==> config.mk <==
export PLATFORM = sky130hd
export DESIGN_NAME = band_deadzone_smoother_top
export DESIGN_NICKNAME = d
export VERILOG_FILES = /design/src/sv/bds_pkg.sv /design/src/sv/band_deadzone_smoother_top.sv
export SDC_FILE = /design/constraint.sdc
export NUM_CORES = 1
export LEC_CHECK = 0
export BUFFER_PORTS_ARGS = -buffer_cell sky130_fd_sc_hd__buf_2
export CAP_MARGIN = 30
export CORE_AREA = 4 4 198 200
export DETAILED_ROUTE_END_ITERATION = 10
export DIE_AREA = 0 0 202 204
export PLACE_DENSITY_LB_ADDON = 0.3
export SETUP_SLACK_MARGIN = 0.3
export SYNTH_ARGS = -nofsm -noshare
export SYNTH_HDL_FRONTEND = slang
export SYNTH_SLANG_ARGS = --single-unit
==> constraint.sdc <==
create_clock -name clk -period 9.85 [get_ports clk]
set_input_delay 1.4775 -clock clk [delete_from_list [all_inputs] [get_ports clk]]
set_output_delay 1.4775 -clock clk [all_outputs]
set_load 0.02 [all_outputs]
==> src/sv/bds_pkg.sv <==
// Shared types and constants for the band dead-zone smoother.
`default_nettype none

package bds_pkg;

    localparam int SAMPLE_W   = 10;
    localparam int LEVEL_W    = 10;
    localparam int BAND_OUT_W = 3;
    localparam int DZ_W       = 10;
    localparam int SMOOTH_W   = 9;
    localparam int CFG_DATA_W = 10;
    localparam int CFG_IDX_W  = 1;

    // Quotient bits kept by the divider; anything larger saturates anyway
    localparam int QUOT_W = 11;
    localparam int CNT_W  = 4;
    // Blend accumulator: 256 * 1023 fits in 18 bits
    localparam int ACC_W  = 18;

    localparam logic [SMOOTH_W-1:0] SMOOTH_ONE = 9'd256;
    localparam logic [LEVEL_W-1:0]  LEVEL_MAX  = 10'd1023;

    localparam logic [CFG_IDX_W-1:0] REG_DEAD_ZONE = 1'd0;
    localparam logic [CFG_IDX_W-1:0] REG_SMOOTHING = 1'd1;

    typedef struct packed {
        logic [SAMPLE_W-1:0] sample;
        logic                frame_start;
    } bds_in_t;

    typedef struct packed {
        logic [BAND_OUT_W-1:0] band;
        logic [LEVEL_W-1:0]    level;
        logic                  last_band;
    } bds_out_t;

    typedef enum logic [2:0] {
        ST_IDLE,
        ST_MULS,
        ST_CHK,
        ST_DIV,
        ST_MULA,
        ST_MULB,
        ST_WRITE
    } bds_state_t;

endpackage

`default_nettype wire

==> src/sv/band_deadzone_smoother_top.sv <==
// Band dead-zone smoother: per-band rescale and exponential smoothing.
//
//  channel   direction  handshake                      payload
//  item      in         item_valid / item_ready        bds_in_t  (sample, frame_start)
//  result    out        result_valid / result_ready    bds_out_t (band, level, last_band)
//  cfg       in         cfg_we (no wait)               cfg_index, cfg_data
//
// A sample above the dead zone passes from acceptance to the output register
// through one product, one range check, 11 restoring divide steps, two blend
// products and the write-back, all through one shared multiplier and one
// subtractor. A quotient too wide for the divider saturates after the range
// check and skips the divide steps; a silent sample, or any sample while the dead zone
// sits at full scale, skips the divider.
// item_ready is high only while the sequencer idles; a result waiting in the
// output register stalls the write-back, and with it the acceptance of the next sample.
// Reset clears the band counter, the stored levels and both registers.
`default_nettype none

module band_deadzone_smoother_top #(
    parameter int BANDS   = 7,
    parameter int ADC_MAX = 1023
) (
    input  wire logic                           clk,
    input  wire logic                           rst_n,
    input  wire logic                           item_valid,
    output logic                                item_ready,
    input  wire bds_pkg::bds_in_t               item,
    output logic                                result_valid,
    input  wire logic                           result_ready,
    output bds_pkg::bds_out_t                   result,
    input  wire logic                           cfg_we,
    input  wire logic [bds_pkg::CFG_IDX_W-1:0]  cfg_index,
    input  wire logic [bds_pkg::CFG_DATA_W-1:0] cfg_data
);

    localparam int BW  = (BANDS > 1) ? $clog2(BANDS) : 1;
    localparam int AW  = $clog2(ADC_MAX + 1);
    localparam int OW  = (AW > bds_pkg::LEVEL_W) ? AW : bds_pkg::LEVEL_W;
    localparam int PW  = 2 * OW;
    localparam int RW  = AW + bds_pkg::QUOT_W;
    localparam int SAT = (ADC_MAX < 1023) ? ADC_MAX : 1023;

    bds_pkg::bds_state_t state_reg, state_next;

    logic [BW-1:0]                     counter_reg, counter_next;
    logic [BW-1:0]                     band_reg, band_next;
    logic [bds_pkg::SAMPLE_W-1:0]      sample_reg, sample_next;
    logic [RW-1:0]                     rem_reg, rem_next;
    logic [RW-1:0]                     dsh_reg, dsh_next;
    logic [bds_pkg::QUOT_W-1:0]        quot_reg, quot_next;
    logic [bds_pkg::CNT_W-1:0]         cnt_reg, cnt_next;
    logic [bds_pkg::LEVEL_W-1:0]       v_reg, v_next;
    logic [bds_pkg::ACC_W-1:0]         acc_reg, acc_next;
    logic [bds_pkg::DZ_W-1:0]          dead_zone_reg;
    logic [bds_pkg::SMOOTH_W-1:0]      smoothing_reg;
    logic [bds_pkg::LEVEL_W-1:0]       levels_reg [BANDS];
    bds_pkg::bds_out_t                 result_reg, result_next;
    logic                              result_valid_reg, result_valid_next;

    logic [bds_pkg::SMOOTH_W-1:0]      alpha;
    logic [AW-1:0]                     divisor;
    logic                              silent;
    logic                              clipped;
    logic [OW-1:0]                     mul_a, mul_b;
    logic [PW-1:0]                     product;
    logic                              rem_ge;
    logic [RW-1:0]                     rem_sub;
    logic [bds_pkg::QUOT_W-1:0]        quot_step;
    logic                              level_we;
    logic [bds_pkg::LEVEL_W-1:0]       level_new;
    logic                              last;

    assign alpha   = (smoothing_reg > bds_pkg::SMOOTH_ONE) ? bds_pkg::SMOOTH_ONE
                                                           : smoothing_reg;
    assign divisor = AW'(ADC_MAX) - AW'(dead_zone_reg);
    assign silent  = (sample_reg <= dead_zone_reg);
    assign clipped = (OW'(dead_zone_reg) >= OW'(ADC_MAX));

    // Shared multiplier: numerator, then the two blend terms
    always_comb
    begin
        unique case (state_reg)
            bds_pkg::ST_MULA:
            begin
                mul_a = OW'(alpha);
                mul_b = OW'(levels_reg[band_reg]);
            end
            bds_pkg::ST_MULB:
            begin
                mul_a = OW'(bds_pkg::SMOOTH_ONE - alpha);
                mul_b = OW'(v_reg);
            end
            default:
            begin
                mul_a = OW'(sample_reg - dead_zone_reg);
                mul_b = OW'(ADC_MAX);
            end
        endcase
    end

    assign product   = mul_a * mul_b;
    assign rem_ge    = (rem_reg >= dsh_reg);
    assign rem_sub   = rem_reg - dsh_reg;
    assign quot_step = {quot_reg[bds_pkg::QUOT_W-2:0], rem_ge};
    assign level_new = acc_reg[bds_pkg::ACC_W-1 -: bds_pkg::LEVEL_W];
    assign last      = (band_reg == BW'(BANDS - 1));

    always_comb
    begin
        state_next        = state_reg;
        counter_next      = counter_reg;
        band_next         = band_reg;
        sample_next       = sample_reg;
        rem_next          = rem_reg;
        dsh_next          = dsh_reg;
        quot_next         = quot_reg;
        cnt_next          = cnt_reg;
        v_next            = v_reg;
        acc_next          = acc_reg;
        result_next       = result_reg;
        result_valid_next = result_valid_reg & ~result_ready;
        level_we          = 1'b0;
        item_ready        = 1'b0;

        unique case (state_reg)
            bds_pkg::ST_IDLE:
            begin
                item_ready = 1'b1;
                if (item_valid)
                begin
                    band_next   = item.frame_start ? '0 : counter_reg;
                    sample_next = item.sample;
                    state_next  = bds_pkg::ST_MULS;
                end
            end
            bds_pkg::ST_MULS:
            begin
                rem_next = RW'(product);
                if (silent)
                begin
                    v_next     = '0;
                    state_next = bds_pkg::ST_MULA;
                end
                else if (clipped)
                begin
                    v_next     = bds_pkg::LEVEL_W'(SAT);
                    state_next = bds_pkg::ST_MULA;
                end
                else
                begin
                    state_next = bds_pkg::ST_CHK;
                end
            end
            bds_pkg::ST_CHK:
            begin
                // Quotient too wide for the divider: saturate straight away
                if (rem_reg >= (RW'(divisor) << bds_pkg::QUOT_W))
                begin
                    v_next     = bds_pkg::LEVEL_W'(SAT);
                    state_next = bds_pkg::ST_MULA;
                end
                else
                begin
                    dsh_next   = RW'(divisor) << (bds_pkg::QUOT_W - 1);
                    quot_next  = '0;
                    cnt_next   = bds_pkg::CNT_W'(bds_pkg::QUOT_W - 1);
                    state_next = bds_pkg::ST_DIV;
                end
            end
            bds_pkg::ST_DIV:
            begin
                if (rem_ge)
                begin
                    rem_next = rem_sub;
                end
                quot_next = quot_step;
                dsh_next  = dsh_reg >> 1;
                cnt_next  = cnt_reg - 1'b1;
                if (cnt_reg == '0)
                begin
                    v_next     = (quot_step > bds_pkg::QUOT_W'(SAT))
                                 ? bds_pkg::LEVEL_W'(SAT)
                                 : quot_step[bds_pkg::LEVEL_W-1:0];
                    state_next = bds_pkg::ST_MULA;
                end
            end
            bds_pkg::ST_MULA:
            begin
                acc_next   = bds_pkg::ACC_W'(product);
                state_next = bds_pkg::ST_MULB;
            end
            bds_pkg::ST_MULB:
            begin
                acc_next   = acc_reg + bds_pkg::ACC_W'(product);
                state_next = bds_pkg::ST_WRITE;
            end
            bds_pkg::ST_WRITE:
            begin
                // Hold until the output register is free
                if (!result_valid_reg || result_ready)
                begin
                    level_we              = 1'b1;
                    result_next.band      = bds_pkg::BAND_OUT_W'(band_reg);
                    result_next.level     = level_new;
                    result_next.last_band = last;
                    result_valid_next     = 1'b1;
                    counter_next          = last ? '0 : band_reg + BW'(1);
                    state_next            = bds_pkg::ST_IDLE;
                end
            end
            default:
            begin
                state_next = bds_pkg::ST_IDLE;
            end
        endcase
    end

    always_ff @(posedge clk or negedge rst_n)
    begin
        if (!rst_n)
        begin
            state_reg        <= bds_pkg::ST_IDLE;
            counter_reg      <= '0;
            result_valid_reg <= 1'b0;
        end
        else
        begin
            state_reg        <= state_next;
            counter_reg      <= counter_next;
            result_valid_reg <= result_valid_next;
        end
    end

    always_ff @(posedge clk)
    begin
        band_reg   <= band_next;
        sample_reg <= sample_next;
        rem_reg    <= rem_next;
        dsh_reg    <= dsh_next;
        quot_reg   <= quot_next;
        cnt_reg    <= cnt_next;
        v_reg      <= v_next;
        acc_reg    <= acc_next;
        result_reg <= result_next;
    end

    always_ff @(posedge clk or negedge rst_n)
    begin
        if (!rst_n)
        begin
            for (int i = 0; i < BANDS; i++)
            begin
                levels_reg[i] <= '0;
            end
        end
        else if (level_we)
        begin
            levels_reg[band_reg] <= level_new;
        end
    end

    always_ff @(posedge clk or negedge rst_n)
    begin
        if (!rst_n)
        begin
            dead_zone_reg <= '0;
            smoothing_reg <= '0;
        end
        else if (cfg_we)
        begin
            unique case (cfg_index)
                bds_pkg::REG_DEAD_ZONE: dead_zone_reg <= cfg_data;
                bds_pkg::REG_SMOOTHING: smoothing_reg <= cfg_data[bds_pkg::SMOOTH_W-1:0];
                default: ;
            endcase
        end
    end

    assign result_valid = result_valid_reg;
    assign result       = result_reg;

`ifndef SYNTH
    a_result_from_write: assert property (@(posedge clk) disable iff (!rst_n)
        $rose(result_valid_reg) |-> $past(state_reg == bds_pkg::ST_WRITE))
        else $error("result raised outside write-back");

    a_counter_range: assert property (@(posedge clk) disable iff (!rst_n)
        counter_reg <= BW'(BANDS - 1))
        else $error("band counter out of range");

    a_div_remainder: assert property (@(posedge clk) disable iff (!rst_n)
        state_reg == bds_pkg::ST_DIV |-> ({1'b0, rem_reg} < {dsh_reg, 1'b0}))
        else $error("divider remainder exceeds bound");

    a_accept_starts: assert property (@(posedge clk) disable iff (!rst_n)
        (item_valid && item_ready) |=> (state_reg == bds_pkg::ST_MULS))
        else $error("accepted request did not start the sequencer");
`endif

endmodule

`default_nettype wire

==> results of run 1 <==
[what timing repair did]
| action | in CTS | in global routing |
|---|---|---|
| endpoints found under the hold margin | 0 | 0 |
| resized for setup | 0 | 1 |
| endpoints found under the setup margin | 0 | 1 |
| buffers inserted | 0 | 0 |
[through the flow]
step / utilization, % / hold slack [ns] / worst slack [ns]
detailed placement: 41.0 / 0.475 / 1.04
finish: 43.1 / 0.481 / 1.26
CTS: 43.1 / 0.489 / 1.04
floorplan: - / 0.421 / 1.81
global route: 43.1 / 0.513 / 0.503
global placement: 41.0 / 0.462 / 1.13
[layout by cell type, fill, tap and decap left out, drive strengths merged, types with 2 or more instances in the layout]
cell / n
inv: 120
ha: 115
a211oi: 20
a31oi: 5
buf: 66
or2: 19
mux2: 86
mux4: 10
a21boi: 3
nor4: 8
nand4: 7
o31ai: 10
clkbuf: 31
nor2b: 24
a21o: 16
nor4b: 2
nand3: 6
or3: 3
a2111oi: 5
fa: 65
mux2i: 15
a21oi: 77
nand2b: 30
nor3: 23
nor2: 131
clkinv: 9
o31a: 5
o21a: 16
and3: 13
edfxtp: 110
xnor2: 38
nand2: 96
o21bai: 5
o21ai: 81
xor2: 25
o211ai: 13
and2: 7
dfrtp: 96
[cell type report]
type | instances | area, um^2 | area share (%)
Clock buffer | 31 | 677 | 4.20
Clock inverter | 11 | 103 | 0.636
Inverter | 119 | 447 | 2.77
Multi-Input combinational cell | 1000 | 8170 | 50.6
Sequential cell | 206 | 5710 | 35.4
Tap cell | 511 | 639 | 3.96
Timing Repair Buffer | 66 | 398 | 2.47
[cells by family (layout without fill, tap and decap cells)]
family | after synthesis | count (layout) | share of synthesized area [%]
AND/OR/NAND/NOR | 373 | 373 | 12.2
buffers and inverters | 161 | 227 | 4.24
adder cells (fa/ha/maj) | 180 | 180 | 19.0
AO/OA/AOI/OAI | 273 | 273 | 12.0
flip-flops | 206 | 206 | 39.5
XOR/XNOR | 63 | 63 | 3.82
multiplexers | 111 | 111 | 9.30
[final timing paths]
check | start | end | slack, ns | cells past startpoint
setup / recovery | band_reg[0]$_SDFFCE_PP0P_ | acc_reg[16]$_DFFE_PN_ | 1.26 | 26
hold / removal | counter_reg[2]$_DFFE_PN0P_ | counter_reg[2]$_DFFE_PN0P_ | 0.48 | 2
setup reg to reg | band_reg[0]$_SDFFCE_PP0P_ | acc_reg[16]$_DFFE_PN_ | 1.26 | 26
hold reg to reg | counter_reg[2]$_DFFE_PN0P_ | counter_reg[2]$_DFFE_PN0P_ | 0.48 | 2
max in group asynchronous | rst_n | levels_reg[21]$_DFFE_PN0P_ | 7.82 | 2
min in group asynchronous | rst_n | levels_reg[8]$_DFFE_PN0P_ | 0.93 | 1
[layer usage]
| layer | up-vias | track usage [%] |
|---|---|---|
| li1 | 4908 | - |
| met1 | 4978 | 23.4 |
| met5 | - | 0 |
| met3 | 68 | 2.33 |
| met2 | 171 | 26.4 |
| met4 | 0 | 4.32 |
[critical path: cells and delay by family, from the launching register on]
kind | cells | cell delay [ns]
fa+ha+maj | 7 | 3.23
buf+inv | 4 | 0.19
flops | 1 | 0.78
compound gates | 7 | 2.00
xor+xnor | 2 | 0.34
mux | 2 | 0.66
simple gates | 4 | 1.12
==> results_dict.tcl, run 1 <==
set metrics [dict create \
    drt_pass1_iterations 5 \
    start_kind "register" \
    cts_max_path_buffers 3 \
    final_cell_area_mm2 0.0161 \
    ant_nets 0 \
    synth_most_common_cell "nor2_1" \
    io_buffers 42 \
    final_layout_size_suffix_gt1_share_pct 16.5 \
    wl_met2_um 15600 \
    dp.cells 1901 \
    finalHoldViolCount 0 \
    num_antenna_cells 0 \
    cp_common_cell "fa_1" \
    setup_viol 0 \
    rows 71 \
    die_h_um 204 \
    vias_per_cell 5.21 \
    crit_path_end_kind "register" \
    grt_max_degree 66 \
    nFillCells 3578 \
    cts_buffers 23 \
    slew_violations 0 \
    critPathSlowestCell "a211oi_1" \
    hold_class "reg -> reg" \
    synth_top_area_cell "edfxtp_1" \
    coreArea_mm2 0.0374 \
    place.gp.congestion 0.869 \
    tns_ns 0 \
    largest_reg_flops 70 \
    post_synth_num_cell_types 68 \
    wl_met1_um 16500 \
    synth.area.top_cells "edfxtp_1 23%, dfrtp_1 17%, ha_1 10%, fa_1 9.0%, mux2_2 6.7%" \
    cts_tree "yes" \
    cts.sinks 206 \
    async_flop_share_pct 46.6 \
    dpl_cell_area_mm2 0.0153 \
    htree_num_levels 1 \
    yosysTopAreaCellShare_pct 22.9 \
    area.growth.synth_to_final_pct 11.6 \
    worst_pin_slew_ns 1.07 \
    cpPeakStageDelay_ns 0.84 \
    grt_pass1_wl_um 55300 \
    routed_wl_um 34300 \
    rsz0062_at_grt "false" \
    arrival_ns 8.87 \
    met3WireLength_um 1280 \
    die_x_um 202 \
    num-nets-final 1623 \
    ios 43 \
    crit_fanout 17 \
    slew_headroom_pct 28.5 \
    mappedNetlistArea_mm2 0.0145 \
    synth_seq_cells 206 \
    grt_pass1_vias 10276 \
    synth_common_cells "131 x nor2_1, 118 x inv_1, 115 x ha_1" \
    synth.avg_cell_area_um2 10.6 \
    clockRootBuffer "clkbuf_16" \
    syn-instance-count 1367 \
    syn-num-nets 1574 \
    final_cells 1944 \
    grt.overflow.total 0 \
    period_minus_slack_ns 8.59 \
    hpwl_um 25700 \
    status "finished clean" \
    yosysSeqAreaShare_pct 39.5 \
    remaining_drc_errors 0 \
    start_util_pct 38.7 \
    worst-endpoint-required_ns 10.13 \
    track_usage_pct 16.4 \
    drt-initial-drc-count 571 \
    cts_hold_buf 0 \
    clk_latency_ns 0.54 \
    ys.warnings.count 0 \
    num_vias 10125 \
    clock_skew_ns 0.0119 \
    finalCritPeriodShare_pct 87.2 \
    fmax_mhz 116 \
    antenna_found_initial 0 \
    clk_pin_slew_worst_paths_ns 0.06 \
    die-area_mm2 0.0412 \
    synth-main-ff-cell "edfxtp_1" \
    highest_layer "met4" \
    maxCapViolations 0 \
    worst-setup-path-type "reg -> reg" \
    synth-edff-count 110 \
    wl_per_cell_um 17.7 \
]
Power of run 1 is left out: the tool's default activity adds up to more than one toggle a clock period on the data nets, which glitch-free logic cannot reach.
==> run 2: changes to the inputs <==
ABC_AREA = 0   (was not set)
CTS_BUF_LIST = sky130_fd_sc_hd__clkbuf_4 sky130_fd_sc_hd__clkbuf_8   (was not set)
==> results_dict.tcl, run 2 (same netlist as run 1, synthesis figures left out) <==
set metrics [dict create \
    arrival_ns 8.87 \
    maxCapViolations 0 \
    ant_nets 0 \
    cts_tree "yes" \
    reg2reg_to "acc_reg[16]$_DFFE_PN_" \
    worstRegToRegCells 26 \
    min_from "counter_reg[2]$_DFFE_PN0P_" \
    clock_skew_ns 0.0262 \
    drt_pass1_iterations 5 \
    die_h_um 204 \
    area.growth.synth_to_final_pct 11.9 \
    slew_headroom_pct 30.8 \
    tns_ns 0 \
    clk_latency_ns 0.56 \
    cts_buffers 39 \
    cts_hold_buf 0 \
    drt-initial-drc-count 566 \
    htree_num_levels 2 \
    slew_violations 0 \
    setup_viol 0 \
    r2r_setup_slack_ns 1.29 \
    ios 43 \
    track_usage_pct 16.6 \
    cts.sinks 206 \
    start_util_pct 38.7 \
    worst-endpoint-required_ns 10.16 \
    die_x_um 202 \
    timing.rr.start "band_reg[0]$_SDFFCE_PP0P_" \
    clockRootBuffer "clkbuf_8" \
    io_buffers 42 \
    start_kind "register" \
    clk_pin_slew_worst_paths_ns 0.07 \
    remaining_drc_errors 0 \
    fmax_mhz 117 \
    num_vias 10235 \
    layout_commonest_cell "nor2_1" \
    final_cell_mix "131 x nor2_1, 118 x inv_1, 115 x ha_1, 110 x edfxtp_1, 96 x dfrtp_1" \
    final_cell_area_mm2 0.0162 \
    min_to "counter_reg[2]$_DFFE_PN0P_" \
    worst-setup-path-type "reg -> reg" \
    status "finished clean" \
    fin_util_pct 43.3 \
    finalCritPeriodShare_pct 86.9 \
    hpwl_um 25700 \
    dpl_cell_area_mm2 0.0153 \
    rsz0062_at_grt "false" \
    num-nets-final 1639 \
    crit_buf_inv 4 \
    crit_path_end_kind "register" \
    grt_pass1_wl_um 55500 \
    worst_pin_slew_ns 1.03 \
    grt.overflow.total 0 \
    coreArea_mm2 0.0374 \
    largest_reg_flops 70 \
    whs_ns 0.481 \
    hold_class "reg -> reg" \
    period_minus_slack_ns 8.56 \
    vias_per_cell 5.19 \
    routed_wl_um 34400 \
    finalHoldViolCount 0 \
    nFillCells 3583 \
    wl_per_cell_um 17.4 \
    cp_common_cell "fa_1" \
    antenna_found_initial 0 \
    rows 71 \
    critPathTopFamily "adder cells" \
    crit_fanout 17 \
    critPathSlowestCell "a211oi_1" \
    grt_max_degree 66 \
    grt_pass1_vias 10397 \
    die-area_mm2 0.0412 \
    cpPeakStageDelay_ns 0.84 \
    place.gp.congestion 0.869 \
    final_layout_size_suffix_gt1_share_pct 18.3 \
    min_path_cells 2 \
    num_antenna_cells 0 \
    cts_max_path_buffers 3 \
]
[run 2: how the worst max path moves through the flow]
stage / startpoint / to / cells after the start
floorplan: state_reg[1]$_DFFE_PN0P_ / acc_reg[16]$_DFFE_PN_ / 29
global placement: band_reg[0]$_SDFFCE_PP0P_ / acc_reg[16]$_DFFE_PN_ / 29
detailed placement: band_reg[0]$_SDFFCE_PP0P_ / acc_reg[16]$_DFFE_PN_ / 28
CTS: band_reg[0]$_SDFFCE_PP0P_ / acc_reg[16]$_DFFE_PN_ / 28
global route: band_reg[0]$_SDFFCE_PP0P_ / acc_reg[16]$_DFFE_PN_ / 28
finish: band_reg[0]$_SDFFCE_PP0P_ / acc_reg[16]$_DFFE_PN_ / 26
[run 2: metrics by stage]
| stage | setup WS [ns] | instances |
|---|---|---|
| 5_1_grt | 0.506 | 1973 |
| 3_3_place_gp | 1.13 | 1899 |
| 4_1_cts | 1.06 | 1972 |
| 6_report | 1.29 | 1973 |
| 2_1_floorplan | 1.81 | 1367 |
| 3_5_place_dp | 1.04 | 1901 |
[run 2: worst reg2reg max path, delay by kind of cell (launching register included)]
| kind | cells | cell delay (ns) |
|---|---|---|
| xor+xnor | 2 | 0.34 |
| flops | 1 | 0.77 |
| simple gates | 4 | 1.14 |
| mux | 2 | 0.66 |
| buf+inv | 4 | 0.19 |
| compound gates | 7 | 1.98 |
| fa+ha+maj | 7 | 3.23 |
[run 2: repair_timing]
action                     4_1_cts  5_1_grt
setup endpoints to repair        0        1
gates resized for setup          0        1
buffers inserted                 0        0
[run 2: layout make-up]
type                       count  area [um^2]  share of cell area (%)
tap                          511          639                    3.95
timing repair buffer          66          398                    2.46
multi-input combinational   1000         8170                    50.5
sequential                   206         5710                    35.3
inverter                     119          447                    2.76
clock inverter                12          103                   0.634
clock buffer                  59          724                    4.48
[run 2: per-layer routing]
metal	global-route usage [%]	vias to the layer above	share of wire [%]
met5	0	-	0
met4	5.20	0	2.6
met3	3.21	72	4.9
met2	26.2	202	45
met1	23.3	5009	47
li1	-	4952	-
Power of run 2 is left out for the same reason.
==> run 3: changes to the inputs <==
BUFFER_PORTS_ARGS = not set   (was -buffer_cell sky130_fd_sc_hd__buf_2)
DONT_BUFFER_PORTS = 1   (was not set)
SLEW_MARGIN = 25   (was not set)
==> results_dict.tcl, run 3 (same netlist as run 1, synthesis figures left out) <==
set metrics [dict create \
    worst-setup-path-type "reg -> reg" \
    crit_buf_inv 6 \
    cts_tree "yes" \
    ios 43 \
    min_to "counter_reg[2]$_DFFE_PN0P_" \
    track_usage_pct 16.7 \
    cpPeakStageDelay_ns 0.79 \
    area.growth.synth_to_final_pct 10.7 \
    die-area_mm2 0.0412 \
    crit_path_end_kind "register" \
    cts_buffers 38 \
    cts_max_path_buffers 3 \
    cts.sinks 206 \
    rsz0062_at_grt "false" \
    dp.cells 1861 \
    clk_pin_slew_worst_paths_ns 0.07 \
    finalCritPeriodShare_pct 87.7 \
    setup_viol 0 \
    min_path_cells 2 \
    final_cell_mix "131 x nor2_1, 118 x inv_1, 115 x ha_1, 110 x edfxtp_1, 96 x dfrtp_1" \
    maxCapViolations 0 \
    ant_nets 0 \
    die_x_um 202 \
    slew_violations 0 \
    cts_setup_buffers 0 \
    coreArea_mm2 0.0374 \
    cp_common_cell "inv_1" \
    wl_per_cell_um 17.9 \
    num_antenna_cells 0 \
    start_kind "register" \
    cp_num_cells 28 \
    remaining_drc_errors 0 \
    arrival_ns 8.95 \
    min_from "counter_reg[2]$_DFFE_PN0P_" \
    antenna_found_initial 0 \
    num-nets-final 1599 \
    r2r_setup_slack_ns 1.21 \
    final_cells 1932 \
    grt_max_degree 97 \
    clock_skew_ns 0.0218 \
    finalHoldViolCount 0 \
    routed_wl_um 34600 \
    num_vias 10133 \
    timing.rr.start "band_reg[0]$_SDFFCE_PP0P_" \
    status "finished clean" \
    vias_per_cell 5.24 \
    crit_fanout 16 \
    drt-initial-drc-count 574 \
    hold_class "reg -> reg" \
    rows 71 \
    drt_pass1_iterations 5 \
    worst-endpoint-required_ns 10.16 \
    hpwl_um 25700 \
    grt_pass1_vias 10407 \
    worstRegToRegCells 28 \
    grt.overflow.total 0 \
    critPathSlowestCell "edfxtp_1" \
    reg2reg_to "acc_reg[16]$_DFFE_PN_" \
    htree_num_levels 2 \
    layout_commonest_cell "nor2_1" \
    period_minus_slack_ns 8.64 \
    io_buffers 0 \
    clockRootBuffer "clkbuf_8" \
    worst_pin_slew_ns 0.885 \
    slew_headroom_pct 40.3 \
    tns_ns 0 \
    place.gp.congestion 0.940 \
    clk_latency_ns 0.57 \
    cts_resized 0 \
    cts_hold_buf 0 \
    largest_reg_flops 70 \
    start_util_pct 38.7 \
    die_h_um 204 \
    fmax_mhz 116 \
    critPathTopFamily "adder cells" \
    final_layout_size_suffix_gt1_share_pct 16.0 \
    grt_pass1_wl_um 56200 \
]
## run 3: cell types whose count changed in the layout (fill, tap and decap cells not counted), moves of 2 or more
cell,previous run,this run
buf_4,23,25
a211oi_2,2,4
clkbuf_8,45,40
a211oi_1,17,15
inv_6,0,2
buf_2,42,0
bufinv_16,1,3
## run 3: how the worst max path moves through the flow
stage,from,end,slack (ns)
2_1_floorplan,state_reg[1]$_DFFE_PN0P_,acc_reg[16]$_DFFE_PN_,1.81
3_3_place_gp,band_reg[0]$_SDFFCE_PP0P_,acc_reg[16]$_DFFE_PN_,1.20
3_5_place_dp,band_reg[0]$_SDFFCE_PP0P_,acc_reg[16]$_DFFE_PN_,0.97
4_1_cts,band_reg[0]$_SDFFCE_PP0P_,acc_reg[16]$_DFFE_PN_,0.98
5_1_grt,band_reg[0]$_SDFFCE_PP0P_,acc_reg[17]$_DFFE_PN_,0.54
6_report,band_reg[0]$_SDFFCE_PP0P_,acc_reg[16]$_DFFE_PN_,1.21
## run 3: worst reg2reg max path, delay by kind of cell, from the launching register on
family                   cells  cell delay [ns]
adder cells (fa/ha/maj)      7             3.29
AO/OA/AOI/OAI                7             2.10
AND/OR/NAND/NOR              6             1.60
flip-flops                   1             0.79
buffers and inverters        6             0.41
XOR/XNOR                     1             0.14
multiplexers                 1             0.09
## run 3: metal layers
metal | GRT usage (%) | part of all wire, % | wire (um)
met5 | 0 | 0 | 0
met4 | 4.25 | 2.0 | 701
met3 | 3.00 | 4.6 | 1600
met2 | 26.4 | 45 | 15700
met1 | 24.0 | 48 | 16600
## run 3: cell type report
class	instances	area, um^2
sequential	206	5710
inverter	119	447
fill	3546	21400
clock buffer	54	656
multi-input combinational	1000	8180
tap	511	639
clock inverter	15	169
timing repair buffer	27	208
## run 3: stage by stage
stage	utilization (%)	cell area [um^2]	hold slack [ns]	setup WS (ns)
after CTS	42.7	16000	0.486	0.978
final	42.8	16000	0.478	1.21
after global routing	42.8	16000	0.510	0.541
after floorplan	-	14500	0.421	1.81
after detailed placement	40.5	15200	0.472	0.972
after global placement	40.4	15100	0.455	1.20
Power of run 3 is left out for the same reason.
